File: src/sv/jslex_pkg.sv
package jslex_pkg;

  // offset counter width and result queue size
  localparam int unsigned OffsetBits = 16;
  localparam int unsigned FifoDepth  = 4;
  localparam int unsigned FifoAw     = $clog2(FifoDepth);

  typedef logic [OffsetBits-1:0] offset_t;

  typedef enum logic [3:0] {
    KindOpenObj  = 4'd0,
    KindCloseObj = 4'd1,
    KindOpenArr  = 4'd2,
    KindCloseArr = 4'd3,
    KindComma    = 4'd4,
    KindColon    = 4'd5,
    KindQuote    = 4'd6,
    KindValue    = 4'd7,
    KindEnd      = 4'd8,
    KindNone     = 4'd9
  } token_kind_e;

  typedef enum logic [1:0] {
    ModeIdle   = 2'd0,
    ModeString = 2'd1,
    ModeBare   = 2'd2
  } scan_mode_e;

  typedef enum logic [1:0] {
    ErrNone  = 2'd0,
    ErrToken = 2'd1,
    ErrEmpty = 2'd2,
    ErrLong  = 2'd3
  } error_code_e;

  // escape phase: none, after backslash, hex digits of \u counted from 2 to 5
  localparam logic [2:0] EscNone      = 3'd0;
  localparam logic [2:0] EscBackslash = 3'd1;
  localparam logic [2:0] EscHexFirst  = 3'd2;
  localparam logic [2:0] EscHexLast   = 3'd5;

  // characters
  localparam logic [7:0] ChCtrlLimit = 8'h20;
  localparam logic [7:0] ChSpace     = 8'h20;
  localparam logic [7:0] ChTab       = 8'h09;
  localparam logic [7:0] ChLf        = 8'h0A;
  localparam logic [7:0] ChCr        = 8'h0D;
  localparam logic [7:0] ChOpenObj   = 8'h7B;
  localparam logic [7:0] ChCloseObj  = 8'h7D;
  localparam logic [7:0] ChOpenArr   = 8'h5B;
  localparam logic [7:0] ChCloseArr  = 8'h5D;
  localparam logic [7:0] ChComma     = 8'h2C;
  localparam logic [7:0] ChColon     = 8'h3A;
  localparam logic [7:0] ChQuote     = 8'h22;
  localparam logic [7:0] ChBackslash = 8'h5C;
  localparam logic [7:0] ChSlash     = 8'h2F;
  localparam logic [7:0] ChLowB      = 8'h62;
  localparam logic [7:0] ChLowF      = 8'h66;
  localparam logic [7:0] ChLowN      = 8'h6E;
  localparam logic [7:0] ChLowR      = 8'h72;
  localparam logic [7:0] ChLowT      = 8'h74;
  localparam logic [7:0] ChLowU      = 8'h75;

  typedef struct packed {
    logic        in_string;
    scan_mode_e  mode;
    logic [2:0]  esc;
    token_kind_e prev;
    offset_t     vstart;
    offset_t     vcount;
    offset_t     pos;
    logic        failed;
  } lex_state_t;

  localparam lex_state_t LexReset = '{
    in_string: 1'b0,
    mode:      ModeIdle,
    esc:       EscNone,
    prev:      KindNone,
    vstart:    '0,
    vcount:    '0,
    pos:       '0,
    failed:    1'b0
  };

  typedef struct packed {
    token_kind_e kind;
    logic [15:0] offset;
    logic [15:0] length;
    error_code_e err;
    logic        last;
  } token_t;

endpackage

File: src/sv/json_subset_token_lexer_core.sv
// channel | direction | handshake              | payload
// --------+-----------+------------------------+---------------------------------------
// in      | input     | in_valid_i, in_stall_o | data_byte_i, end_mark_i
// out     | output    | out_valid_o, out_stall_i | token_kind_o, token_offset_o,
//         |           |                        | token_length_o, error_code_o, last_in_run_o
//
// One input byte is taken per cycle while in_stall_o is low; its tokens land in a 4-entry result queue.
// A byte yields zero, one or two tokens; the single output port drains one per cycle while out_stall_i is low,
// so a byte that closes a value and also emits a delimiter queues both tokens, which leave one after the other.
// in_stall_o rises while the queue holds more than two tokens.
// Reset clears the lexer state and the queue; no clearing pass is needed.
module json_subset_token_lexer_core (
  input  logic        clk_i,
  input  logic        rst_ni,
  input  logic        in_valid_i,
  output logic        in_stall_o,
  input  logic [7:0]  data_byte_i,
  input  logic        end_mark_i,
  output logic        out_valid_o,
  input  logic        out_stall_i,
  output logic [3:0]  token_kind_o,
  output logic [15:0] token_offset_o,
  output logic [15:0] token_length_o,
  output logic [1:0]  error_code_o,
  output logic        last_in_run_o
);

  typedef struct packed {
    jslex_pkg::lex_state_t st;
    logic                  hit;
    jslex_pkg::token_t     tok;
  } fresh_t;

  function automatic jslex_pkg::token_t mk_tok(jslex_pkg::token_kind_e k,
                                               jslex_pkg::offset_t off,
                                               jslex_pkg::offset_t len,
                                               jslex_pkg::error_code_e e);
    jslex_pkg::token_t t;
    t.kind   = k;
    t.offset = 16'(off);
    t.length = 16'(len);
    t.err    = e;
    t.last   = 1'b0;
    return t;
  endfunction

  function automatic logic is_hex(logic [7:0] b);
    return b inside {[8'h30:8'h39], [8'h41:8'h46], [8'h61:8'h66]};
  endfunction

  function automatic jslex_pkg::lex_state_t fail_state(jslex_pkg::lex_state_t s);
    jslex_pkg::lex_state_t r;
    r        = s;
    r.failed = 1'b1;
    r.mode   = jslex_pkg::ModeIdle;
    r.esc    = jslex_pkg::EscNone;
    return r;
  endfunction

  // byte seen outside any value
  function automatic fresh_t fresh_byte(jslex_pkg::lex_state_t s, logic [7:0] b);
    fresh_t             f;
    jslex_pkg::offset_t one;
    one   = jslex_pkg::offset_t'(1);
    f.st  = s;
    f.hit = 1'b0;
    f.tok = mk_tok(jslex_pkg::KindEnd, s.pos, '0, jslex_pkg::ErrToken);
    if (b == 8'h00) begin
      f.hit = 1'b1;
      f.st  = fail_state(s);
    end else if ((!s.in_string || b == jslex_pkg::ChQuote) &&
                 (b == jslex_pkg::ChSpace || b == jslex_pkg::ChTab ||
                  b == jslex_pkg::ChLf || b == jslex_pkg::ChCr)) begin
      f.hit = 1'b0;
    end else if ((!s.in_string || b == jslex_pkg::ChQuote) &&
                 (b == jslex_pkg::ChOpenObj || b == jslex_pkg::ChCloseObj ||
                  b == jslex_pkg::ChOpenArr || b == jslex_pkg::ChCloseArr ||
                  b == jslex_pkg::ChComma || b == jslex_pkg::ChColon ||
                  b == jslex_pkg::ChQuote)) begin
      f.hit = 1'b1;
      case (b)
        jslex_pkg::ChOpenObj:  f.st.prev = jslex_pkg::KindOpenObj;
        jslex_pkg::ChCloseObj: f.st.prev = jslex_pkg::KindCloseObj;
        jslex_pkg::ChOpenArr:  f.st.prev = jslex_pkg::KindOpenArr;
        jslex_pkg::ChCloseArr: f.st.prev = jslex_pkg::KindCloseArr;
        jslex_pkg::ChComma:    f.st.prev = jslex_pkg::KindComma;
        jslex_pkg::ChColon:    f.st.prev = jslex_pkg::KindColon;
        default: begin
          f.st.prev      = jslex_pkg::KindQuote;
          f.st.in_string = ~s.in_string;
        end
      endcase
      f.tok = mk_tok(f.st.prev, s.pos, one, jslex_pkg::ErrNone);
    end else if (s.prev == jslex_pkg::KindQuote) begin
      // first byte of a string value
      f.st.vstart = s.pos;
      if (b < jslex_pkg::ChCtrlLimit) begin
        f.hit = 1'b1;
        f.st  = fail_state(f.st);
      end else begin
        f.st.mode   = jslex_pkg::ModeString;
        f.st.vcount = one;
        f.st.esc    = (b == jslex_pkg::ChBackslash) ? jslex_pkg::EscBackslash
                                                    : jslex_pkg::EscNone;
      end
    end else if (s.prev == jslex_pkg::KindColon) begin
      // first byte of a bare value
      f.st.mode   = jslex_pkg::ModeBare;
      f.st.esc    = jslex_pkg::EscNone;
      f.st.vstart = s.pos;
      f.st.vcount = one;
    end else begin
      f.hit = 1'b1;
      f.st  = fail_state(s);
    end
    return f;
  endfunction

  jslex_pkg::lex_state_t st_q, st_d, st_mid;
  jslex_pkg::token_t     r0, r1;
  jslex_pkg::token_t     val_tok;
  fresh_t                fr;
  logic [1:0]            n_push;
  logic                  in_xfer, out_xfer;
  logic                  str_close, bare_close, esc_open;

  jslex_pkg::token_t                 fifo_q [jslex_pkg::FifoDepth];
  logic [jslex_pkg::FifoAw-1:0]      wr_q, rd_q;
  logic [jslex_pkg::FifoAw:0]        cnt_q;

  // handshake
  assign in_stall_o  = cnt_q > (jslex_pkg::FifoAw+1)'(jslex_pkg::FifoDepth - 2);
  assign out_valid_o = cnt_q != '0;
  assign in_xfer     = in_valid_i & ~in_stall_o;
  assign out_xfer    = out_valid_o & ~out_stall_i;

  // value close detection
  assign esc_open   = st_q.esc >= jslex_pkg::EscBackslash && st_q.esc <= jslex_pkg::EscHexLast;
  assign str_close  = st_q.mode == jslex_pkg::ModeString && !esc_open &&
                      data_byte_i == jslex_pkg::ChQuote;
  assign bare_close = st_q.mode == jslex_pkg::ModeBare &&
                      (data_byte_i == jslex_pkg::ChCloseArr ||
                       data_byte_i == jslex_pkg::ChCloseObj ||
                       data_byte_i == jslex_pkg::ChComma ||
                       data_byte_i == jslex_pkg::ChSpace ||
                       (data_byte_i >= 8'h09 && data_byte_i <= 8'h0D));

  assign val_tok = mk_tok(jslex_pkg::KindValue, st_q.vstart, st_q.vcount, jslex_pkg::ErrNone);

  // state after an open value is closed, before the byte is tokenized afresh
  always_comb begin
    st_mid = st_q;
    if (str_close || bare_close) begin
      st_mid.prev = jslex_pkg::KindValue;
      st_mid.mode = jslex_pkg::ModeIdle;
      st_mid.esc  = jslex_pkg::EscNone;
    end
  end

  assign fr = fresh_byte(st_mid, data_byte_i);

  // per-byte lexer step
  always_comb begin
    st_d   = st_q;
    r0     = val_tok;
    r1     = fr.tok;
    n_push = 2'd0;
    if (in_xfer) begin
      if (end_mark_i) begin
        st_d = jslex_pkg::LexReset;
        if (!st_q.failed) begin
          n_push = 2'd1;
          if (st_q.pos == '0) begin
            r0 = mk_tok(jslex_pkg::KindEnd, '0, '0, jslex_pkg::ErrEmpty);
          end else if (st_q.mode != jslex_pkg::ModeIdle || st_q.esc != jslex_pkg::EscNone) begin
            r0 = mk_tok(jslex_pkg::KindEnd, st_q.vstart, '0, jslex_pkg::ErrToken);
          end else begin
            r0 = mk_tok(jslex_pkg::KindEnd, st_q.pos - jslex_pkg::offset_t'(1), '0,
                        jslex_pkg::ErrNone);
          end
        end
      end else if (!st_q.failed) begin
        if (&st_q.pos) begin
          n_push = 2'd1;
          r0     = mk_tok(jslex_pkg::KindEnd, st_q.pos, '0, jslex_pkg::ErrLong);
          st_d   = fail_state(st_q);
        end else begin
          if (str_close || bare_close) begin
            st_d   = fr.st;
            n_push = fr.hit ? 2'd2 : 2'd1;
          end else if (st_q.mode == jslex_pkg::ModeString) begin
            r0 = mk_tok(jslex_pkg::KindEnd, st_q.vstart, '0, jslex_pkg::ErrToken);
            if (st_q.esc == jslex_pkg::EscBackslash) begin
              if (data_byte_i == jslex_pkg::ChQuote || data_byte_i == jslex_pkg::ChBackslash ||
                  data_byte_i == jslex_pkg::ChSlash || data_byte_i == jslex_pkg::ChLowB ||
                  data_byte_i == jslex_pkg::ChLowF || data_byte_i == jslex_pkg::ChLowN ||
                  data_byte_i == jslex_pkg::ChLowR || data_byte_i == jslex_pkg::ChLowT) begin
                st_d.vcount = st_q.vcount + jslex_pkg::offset_t'(1);
                st_d.esc    = jslex_pkg::EscNone;
              end else if (data_byte_i == jslex_pkg::ChLowU) begin
                st_d.vcount = st_q.vcount + jslex_pkg::offset_t'(1);
                st_d.esc    = jslex_pkg::EscHexFirst;
              end else begin
                n_push = 2'd1;
                st_d   = fail_state(st_q);
              end
            end else if (esc_open) begin
              // hex digits of a unicode escape
              if (is_hex(data_byte_i)) begin
                st_d.vcount = st_q.vcount + jslex_pkg::offset_t'(1);
                st_d.esc    = (st_q.esc == jslex_pkg::EscHexLast) ? jslex_pkg::EscNone
                                                                  : st_q.esc + 3'd1;
              end else begin
                n_push = 2'd1;
                st_d   = fail_state(st_q);
              end
            end else if (data_byte_i < jslex_pkg::ChCtrlLimit) begin
              n_push = 2'd1;
              st_d   = fail_state(st_q);
            end else begin
              st_d.vcount = st_q.vcount + jslex_pkg::offset_t'(1);
              st_d.esc    = (data_byte_i == jslex_pkg::ChBackslash) ? jslex_pkg::EscBackslash
                                                                    : jslex_pkg::EscNone;
            end
          end else if (st_q.mode == jslex_pkg::ModeBare) begin
            if (data_byte_i == 8'h00) begin
              n_push = 2'd1;
              r0     = mk_tok(jslex_pkg::KindEnd, st_q.vstart, '0, jslex_pkg::ErrToken);
              st_d   = fail_state(st_q);
            end else begin
              st_d.vcount = st_q.vcount + jslex_pkg::offset_t'(1);
            end
          end else begin
            st_d   = fr.st;
            r0     = fr.tok;
            n_push = fr.hit ? 2'd1 : 2'd0;
          end
          st_d.pos = st_q.pos + jslex_pkg::offset_t'(1);
        end
      end
    end
    r0.last = n_push == 2'd1;
    r1.last = 1'b1;
  end

  // lexer state
  always_ff @(posedge clk_i or negedge rst_ni) begin
    if (!rst_ni) begin
      st_q <= jslex_pkg::LexReset;
    end else begin
      st_q <= st_d;
    end
  end

  // result queue storage
  always_ff @(posedge clk_i) begin
    if (n_push != 2'd0) begin
      fifo_q[wr_q] <= r0;
    end
    if (n_push == 2'd2) begin
      fifo_q[wr_q + (jslex_pkg::FifoAw)'(1)] <= r1;
    end
  end

  // result queue pointers
  always_ff @(posedge clk_i or negedge rst_ni) begin
    if (!rst_ni) begin
      wr_q  <= '0;
      rd_q  <= '0;
      cnt_q <= '0;
    end else begin
      wr_q  <= wr_q + (jslex_pkg::FifoAw)'(n_push);
      rd_q  <= rd_q + (jslex_pkg::FifoAw)'(out_xfer);
      cnt_q <= cnt_q + (jslex_pkg::FifoAw+1)'(n_push) - (jslex_pkg::FifoAw+1)'(out_xfer);
    end
  end

  // output payload from queue head
  assign token_kind_o   = fifo_q[rd_q].kind;
  assign token_offset_o = fifo_q[rd_q].offset;
  assign token_length_o = fifo_q[rd_q].length;
  assign error_code_o   = fifo_q[rd_q].err;
  assign last_in_run_o  = fifo_q[rd_q].last;

endmodule

File: config.mk
export PLATFORM = sky130hd
export DESIGN_NAME = json_subset_token_lexer_core
export DESIGN_NICKNAME = d
export VERILOG_FILES = /design/src/sv/jslex_pkg.sv /design/src/sv/json_subset_token_lexer_core.sv
export SDC_FILE = /design/constraint.sdc
export NUM_CORES = 1
export LEC_CHECK = 0
export BUFFER_PORTS_ARGS = -buffer_cell sky130_fd_sc_hd__buf_4
export CORE_MARGIN = 1.5
export CORE_UTILIZATION = 55
export DETAILED_ROUTE_END_ITERATION = 8
export PLACE_DENSITY = 0.72
export SLEW_MARGIN = 20
export SYNTH_ARGS = -nofsm -noshare
export SYNTH_HDL_FRONTEND = slang
export SYNTH_SLANG_ARGS = --single-unit
File: constraint.sdc
create_clock -name clk_i -period 4.1 [get_ports clk_i]
set_clock_uncertainty 0.15 [all_clocks]
set_input_delay 0.205 -clock clk_i [delete_from_list [all_inputs] [get_ports clk_i]]
set_output_delay 0.205 -clock clk_i [all_outputs]
set_load 0.02 [all_outputs]
==> results of run 1 <==
placed cells by master (no fill, tap or decap), types with 8 or more instances in the layout:
master     count
o22ai_1       29
nor3_1        20
nand2b_1      13
o31ai_1        9
mux4_2        39
a21oi_1       55
xnor2_1       21
buf_4        102
nor2_1        94
nor4_1         8
mux2i_1       19
a22o_1        30
a21o_1         9
nand2_1      139
o21a_1         9
or3_1         10
clkbuf_16     25
and2_1         8
o211ai_1      68
and3_1        12
xor2_1        14
o21ai_0      126
a31oi_1       14
nand3_1       31
edfxtp_1      88
o21ai_1       38
dfxtp_1       68
dfrtp_1       62
inv_1         14
kinds of logic (layout without fill, tap and decap cells):
family,count (synthesis),in the layout
flip-flops,222,222
AO/OA/AOI/OAI,449,449
adder cells (fa/ha/maj),8,8
multiplexers,60,60
AND/OR/NAND/NOR,385,385
XOR/XNOR,35,35
buffers and inverters,118,163
sequential cells by signal (all words and copies together), names as in the netlist:
| register | flops |
|---|---|
| fifo_q | 156 |
| st_mid | 50 |
| cnt_q | 3 |
| wr_q | 2 |
| rd_q | 2 |
| st_q | 9 |
layout make-up:
type / instances / area share
flip-flops and latches: 222 / 0.406
clock buffers: 29 / 0.0460
inverters: 15 / 0.00404
repair buffers: 104 / 0.0571
well taps: 285 / 0.0256
multi-input cells: 937 / 0.451
clock inverters: 15 / 0.00988
what timing repair did:
action | CTS | global route
hold buffers | 1 | 0
hold endpoints to repair | 64 | 0
setup buffers | 0 | 0
path summary, 6_finish.rpt:
path | start | to | slack (ns) | depth (start not counted)
min in group asynchronous | rst_ni | rd_q[1]$_DFF_PN0_ | 0.24 | 2
worst min register to register | fifo_q[0][10]$_SDFFE_PP0N_ | fifo_q[0][10]$_SDFFE_PP0N_ | 0.33 | 2
worst min-delay path | out_stall_i | rd_q[0]$_DFF_PN0_ | -0.007 | 3
max in group asynchronous | rst_ni | rd_q[0]$_DFF_PN0_ | 2.94 | 2
worst max-delay path | st_mid[12]$_DFFE_PN0P_ | fifo_q[2][30]$_DFFE_PP_ | 0.35 | 8
worst max register to register | st_mid[12]$_DFFE_PN0P_ | fifo_q[2][30]$_DFFE_PP_ | 0.35 | 8
where the power goes:
part	total [uW]	switching, uW	leakage (uW)	internal (uW)
Clock	2150	901	0.000388	1250
Sequential	2850	332	0.00225	2520
Combinational	2600	1490	0.00253	1110
Total	7590	2730	0.00517	4870
metrics by stage:
step / instance area, um^2 / hold slack (ns) / worst slack [ns] / instances / utilization
2_1_floorplan: 12500 / -0.241 / 0.334 / 1277 / -
3_3_place_gp: 13100 / 0.219 / 0.482 / 1562 / 0.584
3_5_place_dp: 13100 / 0.238 / 0.380 / 1562 / 0.584
4_1_cts: 13900 / 0.000451 / 0.455 / 1607 / 0.619
5_1_grt: 13900 / 0.0123 / 0.0893 / 1607 / 0.619
6_report: 13900 / -0.00736 / 0.354 / 1607 / 0.619
Yosys cell counts, types with 8 or more instances:
master | n | area (um^2)
inv_1 | 14 | 52.6
a21oi_1 | 55 | 275
nand2_1 | 139 | 522
a31oi_1 | 14 | 87.6
o21ai_1 | 38 | 190
buf_2 | 17 | 85.1
o211ai_1 | 68 | 510
o21ai_0 | 126 | 631
nor3_1 | 20 | 100
a21o_1 | 9 | 67.6
edfxtp_1 | 88 | 2640
o22ai_1 | 29 | 181
and2_1 | 8 | 50.1
o31ai_1 | 9 | 67.6
xor2_1 | 14 | 123
mux4_2 | 39 | 878
dfrtp_1 | 64 | 1600
nand2b_1 | 13 | 81.3
nor2_1 | 96 | 360
xnor2_1 | 21 | 184
nand3_1 | 31 | 155
o21a_1 | 9 | 67.6
and3_1 | 12 | 75.1
a22o_1 | 30 | 263
buf_6 | 15 | 169
mux2i_1 | 19 | 190
dfxtp_1 | 68 | 1360
clkbuf_1 | 58 | 218
or3_1 | 10 | 62.6
nor4_1 | 9 | 56.3
worst reg2reg max path: stages (launching register included):
cell and delay [ns]:
dfrtp_1 0.68, nand4_1 0.26, nor3_1 0.50, nor2b_1 0.55
o21ai_1 0.37, nand2_1 0.16, a21oi_1 0.08, a221oi_1 0.53
o21ai_0 0.19
metal layers:
metal / up-vias / global-route usage
met5: - / 0
met4: 0 / 0.0897
met3: 64 / 0.0471
met2: 577 / 0.471
met1: 5202 / 0.420
li1: 4901 / -
==> metrics.cfg, run 1 <==
[detailed_routing]
dr.pass1.iters = 8
wire_per_inst_um = 21.9
via_per_inst = 6.69
ant_nets = 0
drt-met1-wl_um = 14500
routed_wl_um = 35200
highest_layer = met4
drc = 0
wl_met3_um = 3500
drtIter0Drc = 1255
wl_met2_um = 16300
num_vias = 10700

[power]
leakagePower_uw = 0.00517
vdd_drop_max_mv = 0.277
p_total_uw = 7590
power_density_nw_per_um2 = 545

[run_status]
violations = negative hold slack
status = finished, violations left

[timing]
finalSetupViolCount = 0
fin_tns_setup_ns = 0
hold_violations = 1
period_needed_ns = 3.75
fmax_mhz = 267
min_period_over_period = 0.914
slew_headroom = 0.280
hold_slack_ns = -0.00736
grt_setup_unrepaired = no
tightest_slew_ns = 1.08
drv_slew = 0

[layout]
area_growth_pct = 11.2
nFillCells = 1837
fin_nets = 1324
multi_input_area_um2 = 6290
antenna-diode-count = 0
drive_gt1_frac = 0.164
seqCellArea_um2 = 5660

[setup_path]
slowest_delay_ns = 0.68
cp.required_ns = 4.20
worstPathArrival_ns = 3.84
cp_num_buf_inv = 0
cpMaxStageDelayCell = dfrtp_1
crit_family = simple AND/OR/NAND/NOR gates
critPathKind = reg2reg
cp_max_fo = 12
cp-end-kind = flip-flop
startpoint_type = flip-flop
crit_path_cell_trace = nand4_1 > nor3_1 > nor2b_1 > o21ai_1 > nand2_1 > a21oi_1 > a221oi_1 > o21ai_0

[clock_tree]
tritoncts = done
htreeDepth = 1
cts-root-buf = clkbuf_16
cts_buffers = 24
clockBufferDepth = 3
cts.repair.resized = 0
clk_latency_ns = 0.52
clkTransAtPathRegs_ns = 0.06
clock_sinks = 222

[place]
hpwlAfterDp_um = 23500
port_buffers = 53
place.gp.congestion = 0.904

[floorplan]
fp-row-count = 55
ioPinCount = 54
dieWidth_um = 154
start_util = 0.557
core_um2 = 22500
die_h_um = 154
dieArea_um2 = 23700

[synthesis]
synth-edff-count = 88
synth_fa_ha_area_frac = 0.00839
yosys.cell_types.count = 84
yosys.area_share.simple = 0.148
syn_nets = 1297
synth_top_family_by_area = compound AO/OA/AOI/OAI gates
synth-seq-area-share = 0.451
ys_warn_count = 0
synthFlopType = edfxtp_1
syn_avg_cell_area_um2 = 9.81
synth_xor_xnor_area_share = 0.0245
synth_area_um2 = 12500
synthMuxAreaShare = 0.0871
synth_compound_area_frac = 0.233
async_reset_ff_frac = 0.297
synth-seq-cells = 222
syn_inst = 1277

[global_routing]
track_usage = 0.296
grt_pass1_wl_um = 55900
grt_overflow = 0
grt_start_max_net_pins = 67
antenna_found_initial = 0
grt_pass1_vias = 10100

[job]
max_cap_violations = 0

[worst_hold_path]
hp-class = in2reg

Note: power is estimated with default switching activity, not from simulation.
==> inputs of run 2 (changes only) <==
--- a/config.mk
+++ b/config.mk
@@ -10,6 +10,7 @@
 export CORE_UTILIZATION = 55
 export DETAILED_ROUTE_END_ITERATION = 8
 export PLACE_DENSITY = 0.72
+export RECOVER_POWER = 100
 export SLEW_MARGIN = 20
 export SYNTH_ARGS = -nofsm -noshare
 export SYNTH_HDL_FRONTEND = slang
==> run 2 against run 1 <==
Net effect: the flow finishes with violations (negative hold slack, max-capacitance violations, max-slew violations); via count down 0.45%; register-to-register slack worse by 0.03 ns; clock power about the same; core utilization down 1.0 points; routed wire length up 0.27%; worst hold slack about the same; final cell count unchanged; first-iteration DRC count down 2.3%; sequential share of layout area up 0.66 points; critical path type unchanged; critical endpoint is now fifo_q[0][30]$_DFFE_PP_.
==> metrics.cfg, run 2 (synthesized netlist as in run 1, its figures left out) <==
[clock_tree]
clkTransAtPathRegs_ns = 0.06  ; about the same
clock_sinks = 222  ; unchanged
cts-root-buf = clkbuf_16  ; unchanged
tritoncts = done  ; unchanged
clk_latency_ns = 0.52  ; about the same
clockBufferDepth = 3  ; unchanged
post_cts_buffers = 0  ; unchanged
htreeDepth = 1  ; unchanged
cts_buffers = 24  ; unchanged

[global_routing]
antenna_found_initial = 0  ; unchanged
grt_overflow = 0  ; unchanged
top_usage_layer = met2  ; unchanged
grt_pass1_vias = 10100  ; unchanged
grt_start_max_net_pins = 67  ; unchanged
met2_usage = 0.471  ; unchanged
grt_pass1_wl_um = 55900  ; unchanged
use_met3 = 0.0471  ; unchanged
grtUsageMet1 = 0.420  ; unchanged
track_usage = 0.296  ; unchanged

[place]
place.gp.congestion = 0.904  ; unchanged
port_buffers = 53  ; unchanged
hpwlAfterDp_um = 23500  ; unchanged

[timing]
period_needed_ns = 3.77  ; was 3.75 ns
fmax_mhz = 265  ; was 267 MHz
fin_tns_setup_ns = 0  ; unchanged
hold_violations = 1  ; unchanged
hold_slack_ns = -0.00691  ; was -0.00736 ns
slew_headroom = -0.166  ; was 0.280
tightest_slew_ns = 1.75  ; was 1.08 ns
drv_slew = 87  ; was 0
min_period_over_period = 0.920  ; was 0.914
grt_setup_unrepaired = no  ; unchanged
finalSetupViolCount = 0  ; unchanged

[job]
max_cap_violations = 2  ; was 0

[floorplan]
start_util = 0.557  ; unchanged
die_h_um = 154  ; unchanged
ioPinCount = 54  ; unchanged
fp-row-count = 55  ; unchanged
core_um2 = 22500  ; unchanged
dieArea_um2 = 23700  ; unchanged
dieWidth_um = 154  ; unchanged

[detailed_routing]
ant_nets = 0  ; unchanged
dr.pass1.iters = 6  ; was 8
wire_per_inst_um = 21.9  ; about the same
routed_wl_um = 35300  ; was 35200 um
via_per_inst = 6.66  ; was 6.69
drtIter0Drc = 1226  ; was 1255
num_vias = 10700  ; about the same
drc = 0  ; unchanged

[setup_path]
startpoint_type = flip-flop  ; unchanged
critPathKind = reg2reg  ; unchanged
cp_num_buf_inv = 0  ; unchanged
worstPathArrival_ns = 3.85  ; was 3.84 ns
cp_max_fo = 12  ; unchanged
cp-end-kind = flip-flop  ; unchanged
cp.required_ns = 4.18  ; was 4.20 ns
crit_family = simple AND/OR/NAND/NOR gates  ; unchanged
cpMaxStageDelayCell = dfrtp_1  ; unchanged
crit_path_cell_trace = nand4_1 > nor3_1 > nor2b_1 > o21ai_1 > nand2_1 > a21oi_1 > a221oi_1 > o21ai_0  ; unchanged
slowest_delay_ns = 0.69  ; was 0.68 ns

[layout]
final_cell_mix = 159 x o21ai_0, 139 x nand2_1, 94 x nor2_1  ; was 139 x nand2_1, 126 x o21ai_0, 102 x buf_4
antenna-diode-count = 0  ; unchanged
area_growth_pct = 9.38  ; was 11.2%
top_register = fifo_q  ; unchanged
fin_nets = 1324  ; unchanged
largest_reg_flops = 156  ; unchanged
fin_util = 0.609  ; was 0.619
drive_gt1_frac = 0.126  ; was 0.164
final_common_cell = o21ai_0  ; was nand2_1

[run_status]
status = finished, violations left  ; unchanged
violations = negative hold slack, max-capacitance violations, max-slew violations  ; was negative hold slack

[power]
leakagePower_uw = 0.00500  ; was 0.00517 uW
vdd_drop_max_mv = 0.277  ; about the same
power_density_nw_per_um2 = 542  ; was 545 nW/um^2

[worst_hold_path]
hp-class = in2reg  ; unchanged

run 2: changes by cell type in the layout (fill, tap and decap cells not counted), sizes merged:
| cell | before | now |
|---|---|---|
| buf | 103 | 51 |
| clkbuf | 29 | 81 |
run 2: timing repair:
action,in CTS,in global routing
gates resized for setup,0,0
endpoints found under the setup margin,0,0
hold buffers,1,0
hold endpoints to repair,64,0
run 2: path summary, 6_finish.rpt:
path	endpoint	slack (ns)	depth (start not counted)	start
min reg2reg	fifo_q[3][9]$_SDFFE_PP0N_	0.34	2	fifo_q[3][9]$_SDFFE_PP0N_
min	rd_q[0]$_DFF_PN0_	-0.007	3	out_stall_i
max in group asynchronous	rd_q[1]$_DFF_PN0_	2.10	2	rst_ni
max	fifo_q[0][30]$_DFFE_PP_	0.33	8	st_mid[12]$_DFFE_PN0P_
min in group asynchronous	rd_q[1]$_DFF_PN0_	0.58	2	rst_ni
max reg2reg	fifo_q[0][30]$_DFFE_PP_	0.33	8	st_mid[12]$_DFFE_PN0P_
run 2: worst reg2reg max path, stage by stage (launching register included):
cell and delay [ns]:
dfrtp_1 0.69, nand4_1 0.25, nor3_1 0.51, nor2b_1 0.53
o21ai_1 0.36, nand2_1 0.16, a21oi_1 0.08, a221oi_1 0.53
o21ai_0 0.24
run 2: layout make-up:
class | instances | area, um^2
fillers | 1892 | 8800
multi-input cells | 937 | 6250
flip-flops and latches | 222 | 5660
clock buffers | 29 | 641
repair buffers | 104 | 604
well taps | 285 | 357
clock inverters | 15 | 138
inverters | 15 | 56.3
run 2: metrics by stage:
step / area (um^2) / instances / hold slack (ns) / worst slack [ns] / total power [uW]
detailed placement: 13100 / 1562 / 0.238 / 0.380 / 5460
CTS: 13900 / 1607 / 0.000451 / 0.455 / 7600
floorplan: 12500 / 1277 / -0.241 / 0.334 / 4590
global route: 13700 / 1607 / 0.0126 / 0.0592 / 7760
finish: 13700 / 1607 / -0.00691 / 0.327 / 7430
global placement: 13100 / 1562 / 0.219 / 0.482 / 5430
run 2: power breakdown:
group / total, uW / leakage [uW] / internal [uW] / switching [uW]
combinational: 2430 / 0.00236 / 946 / 1490
sequential: 2850 / 0.00225 / 2520 / 330
clock: 2150 / 0.000388 / 1250 / 904
run 2: layer usage:
layer  wire length (um)  vias up
li1                   -     4903
met4                773        0
met3               3530       62
met2              16300      573
met5                  0        -
met1              14600     5158
==> inputs of run 3 (changes only) <==
--- a/config.mk
+++ b/config.mk
@@ -6,6 +6,7 @@
 export NUM_CORES = 1
 export LEC_CHECK = 0
 export BUFFER_PORTS_ARGS = -buffer_cell sky130_fd_sc_hd__buf_4
+export CORE_ASPECT_RATIO = 2
 export CORE_MARGIN = 1.5
 export CORE_UTILIZATION = 55
 export DETAILED_ROUTE_END_ITERATION = 8
==> run 3 against run 2 <==
Net effect: the run ends with max-capacitance violations, max-slew violations left; clock-buffer cell count down 3; sequential power shrank 2%; critical path type unchanged; sequential share of layout area up 0.51 points; register-to-register slack got worse by 0.04 ns; first-iteration DRC count fell by 30%.
==> metrics.cfg, run 3 (synthesized netlist as in run 1, its figures left out) <==
[detailed_routing]
ant_nets = 0  ; unchanged
dr.pass1.iters = 6  ; unchanged
drtIter0Drc = 858  ; was 1226
wire_per_inst_um = 22.0  ; was 21.9 um
routed_wl_um = 35100  ; was 35300 um
drc = 0  ; unchanged
via_per_inst = 6.63  ; was 6.66
num_vias = 10600  ; was 10700

[setup_path]
startpoint_type = flip-flop  ; unchanged
worstPathArrival_ns = 3.80  ; was 3.85 ns
cp.required_ns = 4.09  ; was 4.18 ns
ff2ff_path_depth = 10  ; was 8
cp-end-kind = flip-flop  ; unchanged
cp_max_fo = 22  ; was 12
critPathKind = reg2reg  ; unchanged

[floorplan]
fp-row-count = 78  ; was 55
core_um2 = 22500  ; about the same
ioPinCount = 54  ; unchanged
start_util = 0.556  ; was 0.557
dieWidth_um = 110  ; was 154 um
die_h_um = 216  ; was 154 um
dieArea_um2 = 23800  ; was 23700 um^2

[place]
dpl_cell_area_um2 = 13100  ; about the same
port_buffers = 53  ; unchanged
place.gp.congestion = 0.991  ; was 0.904
hpwlAfterDp_um = 23900  ; was 23500 um

[power]
p_clk_frac = 0.261  ; was 0.289
power_density_nw_per_um2 = 529  ; was 542 nW/um^2
vdd_drop_max_mv = 0.570  ; was 0.277 mV
p_sw_uw = 2670  ; was 2720 uW
leakagePower_uw = 0.00489  ; was 0.00500 uW
swShare = 0.373  ; was 0.366
seqPwrFrac = 0.388  ; was 0.383
p_comb_frac = 0.351  ; was 0.328
p_int_uw = 4500  ; was 4710 uW

[timing]
finalSetupViolCount = 0  ; unchanged
period_needed_ns = 3.82  ; was 3.77 ns
fmax_mhz = 262  ; was 265 MHz
grt_setup_unrepaired = no  ; unchanged
fin_tns_setup_ns = 0  ; unchanged
slew_headroom = -0.231  ; was -0.166
min_period_over_period = 0.931  ; was 0.920
drv_slew = 108  ; was 87
hold_violations = 0  ; was 1
tightest_slew_ns = 1.85  ; was 1.75 ns

[global_routing]
grtUsageMet1 = 0.375  ; was 0.420
met2_usage = 0.521  ; was 0.471
antenna_found_initial = 0  ; unchanged
grt_pass1_vias = 10300  ; was 10100
use_met3 = 0.0301  ; was 0.0471
grt_start_max_net_pins = 67  ; unchanged
track_usage = 0.304  ; was 0.296
grt_pass1_wl_um = 55600  ; was 55900 um
top_usage_layer = met2  ; unchanged
grt_overflow = 0  ; unchanged

[layout]
largest_reg_flops = 156  ; unchanged
seqCellArea_um2 = 5660  ; about the same
drive_gt1_frac = 0.119  ; was 0.126
final_common_cell = o21ai_0  ; unchanged
multi_input_area_um2 = 6270  ; was 6250 um^2
area_growth_pct = 8.08  ; was 9.38%
final_cell_mix = 159 x o21ai_0, 139 x nand2_1, 94 x nor2_1  ; unchanged
nFillCells = 1971  ; was 1892
fin_nets = 1319  ; was 1324
antenna-diode-count = 0  ; unchanged
top_register = fifo_q  ; unchanged
layout.cell_area.non_filler_um2 = 13500  ; was 13700 um^2

[clock_tree]
clkTransAtPathRegs_ns = 0.07  ; was 0.06 ns
tritoncts = done  ; unchanged
post_cts_buffers = 0  ; unchanged
clockBufferDepth = 3  ; unchanged
cts_buffers = 20  ; was 24
clk_latency_ns = 0.52  ; about the same
htreeDepth = 1  ; unchanged
clock_sinks = 222  ; unchanged
cts-root-buf = clkbuf_16  ; unchanged

[worst_hold_path]
hp-class = in2reg  ; unchanged
hold_depth = 3  ; unchanged

[run_status]
violations = max-capacitance violations, max-slew violations  ; was negative hold slack, max-capacitance violations, max-slew violations
status = finished, violations left  ; unchanged

[job]
max_cap_violations = 2  ; unchanged

run 3: final cells by class:
| type | instances | share of cell area |
|---|---|---|
| multi-input cells | 937 | 0.463 |
| well taps | 280 | 0.0259 |
| flip-flops and latches | 222 | 0.418 |
| clock buffers | 26 | 0.0402 |
| clock inverters | 10 | 0.00656 |
| repair buffers | 103 | 0.0427 |
| inverters | 15 | 0.00416 |
run 3: worst paths after layout:
| path | start | end | slack (ns) |
|---|---|---|---|
| worst max-delay path | st_mid[1]$_DFFE_PN0P_ | fifo_q[1][3]$_DFFE_PP_ | 0.28 |
| worst min-delay path | out_stall_i | rd_q[0]$_DFF_PN0_ | 0.03 |
| worst max register to register | st_mid[1]$_DFFE_PN0P_ | fifo_q[1][3]$_DFFE_PP_ | 0.28 |
| worst min register to register | fifo_q[1][15]$_SDFFE_PP0P_ | fifo_q[1][15]$_SDFFE_PP0P_ | 0.35 |
| max in group asynchronous | rst_ni | rd_q[0]$_DFF_PN0_ | 1.97 |
| min in group asynchronous | rst_ni | st_mid[41]$_DFFE_PN0P_ | 0.53 |
run 3: per-layer routing:
metal / vias to the layer above / part of all wire
li1: 4860 / -
met1: 5171 / 0.38
met2: 440 / 0.52
met3: 94 / 0.060
met4: 0 / 0.038
met5: - / 0
run 3: per-stage QoR:
step                      setup slack (ns)  instances  hold slack (ns)  total power [uW]  utilization
final                                0.284       1593           0.0260              7170        0.601
after global routing                 0.109       1593           0.0239              7530        0.601
after CTS                            0.565       1593           0.0117              7360        0.610
after detailed placement             0.472       1556            0.242              5500        0.582
after global placement               0.559       1556            0.233              5470        0.582
after floorplan                      0.334       1277           -0.241              4590            -
run 3: timing repair:
action | in CTS | in global routing
endpoints found under the hold margin | 64 | 0
hold buffers | 1 | 0
gates resized for setup | 0 | 0
run 3: critical path, stage by stage (launching register included):
cell and delay (ns):
dfrtp_1 0.48, ha_1 0.21, and2_1 0.24, nand4_1 0.19, o41ai_1 0.53, clkbuf_1 0.36, nor2_1 0.10, o21a_4 0.19
or2_4 0.36, nand2_1 0.09, clkbuf_2 0.52
run 3: power groups by stage:
stage / clock, uW / sequential [uW] / combinational [uW]
after global placement: 0 / 2810 / 2660
final: 1870 / 2780 / 2520
after CTS: 1890 / 2780 / 2690
after detailed placement: 0 / 2830 / 2680
after floorplan: 0 / 2640 / 1950
after global routing: 1960 / 2810 / 2760
